File: src/rtl/jts_pkg.sv
package jts_pkg;

  // fixed field widths of the channels
  localparam int unsigned CMD_W      = 2;
  localparam int unsigned ID_W       = 29;
  localparam int unsigned STAMP_W    = 48;
  localparam int unsigned SEL_W      = 3;
  localparam int unsigned INDEX_W    = 16;
  localparam int unsigned PRIO_W     = 3;
  localparam int unsigned BYTE_W     = 8;
  localparam int unsigned OUT_CNT_W  = 32;
  localparam int unsigned OUT_TIME_W = 48;

  // table geometry
  localparam int unsigned PGN_ENTRIES = 65536;
  localparam int unsigned PGN_AW      = $clog2(PGN_ENTRIES);
  localparam int unsigned PAIR_AW     = 16;
  localparam int unsigned SMALL_AW    = 8;

  // defaults for the top level parameters
  localparam int unsigned DEF_COUNT_WIDTH = 32;
  localparam int unsigned DEF_TIME_WIDTH  = 48;

  localparam logic [BYTE_W-1:0] BCAST_FORMAT = 8'd240;

  // command codes
  localparam logic [CMD_W-1:0] CMD_FRAME = 2'd0;
  localparam logic [CMD_W-1:0] CMD_BAD   = 2'd1;
  localparam logic [CMD_W-1:0] CMD_QUERY = 2'd2;
  localparam logic [CMD_W-1:0] CMD_NOP   = 2'd3;

  // table select codes
  localparam logic [SEL_W-1:0] SEL_PGN    = 3'd0;
  localparam logic [SEL_W-1:0] SEL_FORMAT = 3'd1;
  localparam logic [SEL_W-1:0] SEL_BSRC   = 3'd2;
  localparam logic [SEL_W-1:0] SEL_SRC    = 3'd3;
  localparam logic [SEL_W-1:0] SEL_PAIR   = 3'd4;

  typedef enum logic [1:0] {
    ST_CLEAR,
    ST_IDLE,
    ST_EXEC
  } state_e;

  // controller to datapath
  typedef struct packed {
    logic clr_en;
    logic in_ready;
    logic capture;
    logic execute;
  } ctrl_cmd_t;

  // datapath to controller
  typedef struct packed {
    logic clr_last;
    logic out_free;
    logic in_valid;
  } ctrl_sts_t;

endpackage

File: src/rtl/jts_ctrl.sv
module jts_ctrl import jts_pkg::*; (
  input  logic      clk_i,
  input  logic      rst_ni,
  input  ctrl_sts_t sts_i,
  output ctrl_cmd_t cmd_o
);

  state_e state_q, state_d;

  // next state
  always_comb begin
    state_d = state_q;
    unique case (state_q)
      ST_CLEAR: begin
        if (sts_i.clr_last) state_d = ST_IDLE;
      end
      ST_IDLE: begin
        if (sts_i.in_valid && sts_i.out_free) state_d = ST_EXEC;
      end
      ST_EXEC: begin
        state_d = ST_IDLE;
      end
      default: state_d = ST_CLEAR;
    endcase
  end

  // outputs
  always_comb begin
    cmd_o = '0;
    unique case (state_q)
      ST_CLEAR: begin
        cmd_o.clr_en = 1'b1;
      end
      ST_IDLE: begin
        cmd_o.in_ready = sts_i.out_free;
        cmd_o.capture  = sts_i.out_free && sts_i.in_valid;
      end
      ST_EXEC: begin
        cmd_o.execute = 1'b1;
      end
      default: cmd_o = '0;
    endcase
  end

  always_ff @(posedge clk_i or negedge rst_ni) begin
    if (!rst_ni) begin
      state_q <= ST_CLEAR;
    end else begin
      state_q <= state_d;
    end
  end

endmodule

File: config.mk
export PLATFORM = sky130hd
export DESIGN_NAME = jts_ctrl
export DESIGN_NICKNAME = d
export VERILOG_FILES = /design/src/rtl/jts_pkg.sv /design/src/rtl/jts_ctrl.sv
export SDC_FILE = /design/constraint.sdc
export NUM_CORES = 1
export LEC_CHECK = 0
export BUFFER_PORTS_ARGS = -buffer_cell sky130_fd_sc_hd__buf_4
export CORE_AREA = 2 2 39 41
export DETAILED_ROUTE_END_ITERATION = 12
export DIE_AREA = 0 0 41 43
export MAX_ROUTING_LAYER = met4
export SLEW_MARGIN = 5
export SYNTH_ARGS = -nofsm -noshare
export SYNTH_HDL_FRONTEND = slang
export SYNTH_SLANG_ARGS = --single-unit
File: constraint.sdc
create_clock -name clk_i -period 1.6 [get_ports clk_i]
set_input_delay 0.32 -clock clk_i [delete_from_list [all_inputs] [get_ports clk_i]]
set_output_delay 0.32 -clock clk_i [all_outputs]
set_load 0.02 [all_outputs]
==> run metrics <==
status=finished clean; gr usage total=4.73%; Clock Path Buffers=2; commonest non-fill, non-tap cell in the layout=buf_4; Worst R2R Path Depth=2; max FFs per register=2; maximum VDD drop=roughly 0.43 mV; share of cells above drive strength 1=52.2%; synthesized instance count=11; dpl cells=35; Yosys cell types=7; Residual DRC=0; routed vias=around 120; initial core utilization=8.14%; Top Registers=state_q (2); Routed Antenna Nets=0; GRT overflow=0; Hold WS=roughly 0.36 ns; first-pass GRT wire length=between 400 and 500 um; vias in the first global route=116; Syn Nets=16; H-tree depth=1; Final Skew=0.00300 ns; die area=approximately 1800 sq um; setup TNS=0 ns; sequential area share after synthesis=roughly 44%; CP Launch Point=state_q[0]; slowest stage cell on the critical path=dfrtp_1; TritonCTS buffer count=3; RSZ-0062 raised after global routing=false; CTS sink count=2; worst path cell trace=nor2b_4 -> and2_1 -> buf_4; crit-path leading delay family=flip-flops; WHS Path Cells=3; # IOs=9; Req. time, crit path=between 1 and 1.5 ns; Clock Latency Late Sink=0.22 ns; critical path startpoint category=register; Iter 0 DRT Violations=1; GPL Wtd Cong=0.532; Initial DRT Pass Iterations=2; Ys Warns=0; core area=approximately 1400 sq um; most frequent cells in the layout=buf_4, and2b_1, clkbuf_4; crit end category=output port; final core occ=16.3%; Final Hold Fails=0; initial antenna violation count=0; final-stage net count=30; CP peak stage delay=~0.39 ns; Vias/cell=3.18; Avg Synthesized Cell Area=10.2 sq um; fin cells=39; Port Buffers=8; crit path DAT=1.06 ns; routed len/inst=7.05 um; max cap viols=0; critical path type=reg2out; largest net degree at the start of global routing=5; Final period util=between 80 and 90%; register clock-pin slew on the reported worst setup and hold paths=0.03 ns; CTS root buffer=clkbuf_4; Period minus WS final=1.38 ns; max frequency=approximately 720 MHz; FF-to-FF Start=state_q[0]; final setup fails=0; normalized max-slew margin=89.1%; hold crit path type=in2reg; Syn Std Cell Area=113 sq um; crit-path max FO=4; hold_sp=sts_i[2]; worst slew pin tran=0.164 ns; Final Max Tran Viols=0; Tot Pwr=0.350 mW; number of diodes=0; Setup Fix Bufs, Post-CTS=0; WL final=275 um; CTS tree=done; Leak Pwr=approximately 0.12 nW; P&R area growth vs syn=100%; CP bufs+invs=1; Die W=about 40 um; Pwr Density=about 1600 nW/um^2; Synth Register Bits=2; Biggest register=state_q; Crit path depth=3; die outline height=43 um; FP Rows=14
==> Yosys cell counts, drive strengths merged <==
library cell	count	area, sq um
nor2	2	7.51
nor2b	1	13.8
o2bb2ai	1	8.76
and2b	3	22.5
and2	1	6.26
nand2	1	3.75
dfrtp	2	50.1
==> timing repair <==
item                                   in CTS  in global routing
setup endpoints to repair                   0                  0
resized for setup                           0                  0
hold buffers                                1                  0
endpoints found under the hold margin       2                  0
==> worst min-delay path, stage by stage <==
cell and delay, ns:
buf_4 0.08, nor2_1 0.03, o2bb2ai_1 0.12
==> cells by family after synthesis <==
logic type / Yosys count / share of synthesized area, %
AND/OR/NAND/NOR: 8 / 47.8
flip-flops: 2 / 44.4
AO/OA/AOI/OAI: 1 / 7.78
==> metrics by stage <==
step	setup WS (ns)	area, sq um
global route	0.162	225
CTS	0.200	225
detailed placement	0.431	193
global placement	0.430	193
finish	0.219	225
floorplan	0.517	113
==> routing by layer <==
metal	vias up	global-route usage [%]	wire length, um
met3	2	3.66	39
met4	0	10.0	22
met1	50	3.53	111
met5	-	-	0
met2	12	4.06	102
li1	60	-	-
==> final timing paths <==
| kind | end | slack (ns) |
|---|---|---|
| worst max register to register | state_q[1] | 0.80 |
| worst min-delay path | state_q[0] | 0.36 |
| worst max-delay path | cmd_o[2] | 0.22 |
| max in group asynchronous | state_q[1] | 1.09 |
| worst min register to register | state_q[0] | 0.48 |
| min in group asynchronous | state_q[0] | 0.42 |
==> report_power, final <==
part           total, mW  switching [mW]  internal [mW]
logic              0.155          0.0716         0.0830
registers         0.0857          0.0177         0.0680
clock network      0.109          0.0268         0.0826
total              0.350           0.116          0.234
==> cell type report <==
type | instances | area (sq um)
clock buffer | 3 | 22.5
multi-input combinational | 9 | 62.6
sequential | 2 | 50.0
tap | 16 | 20.0
fill | 154 | 1160
timing repair buffer | 9 | 70.1
No activity file was read; power rests on OpenSTA's default activity.
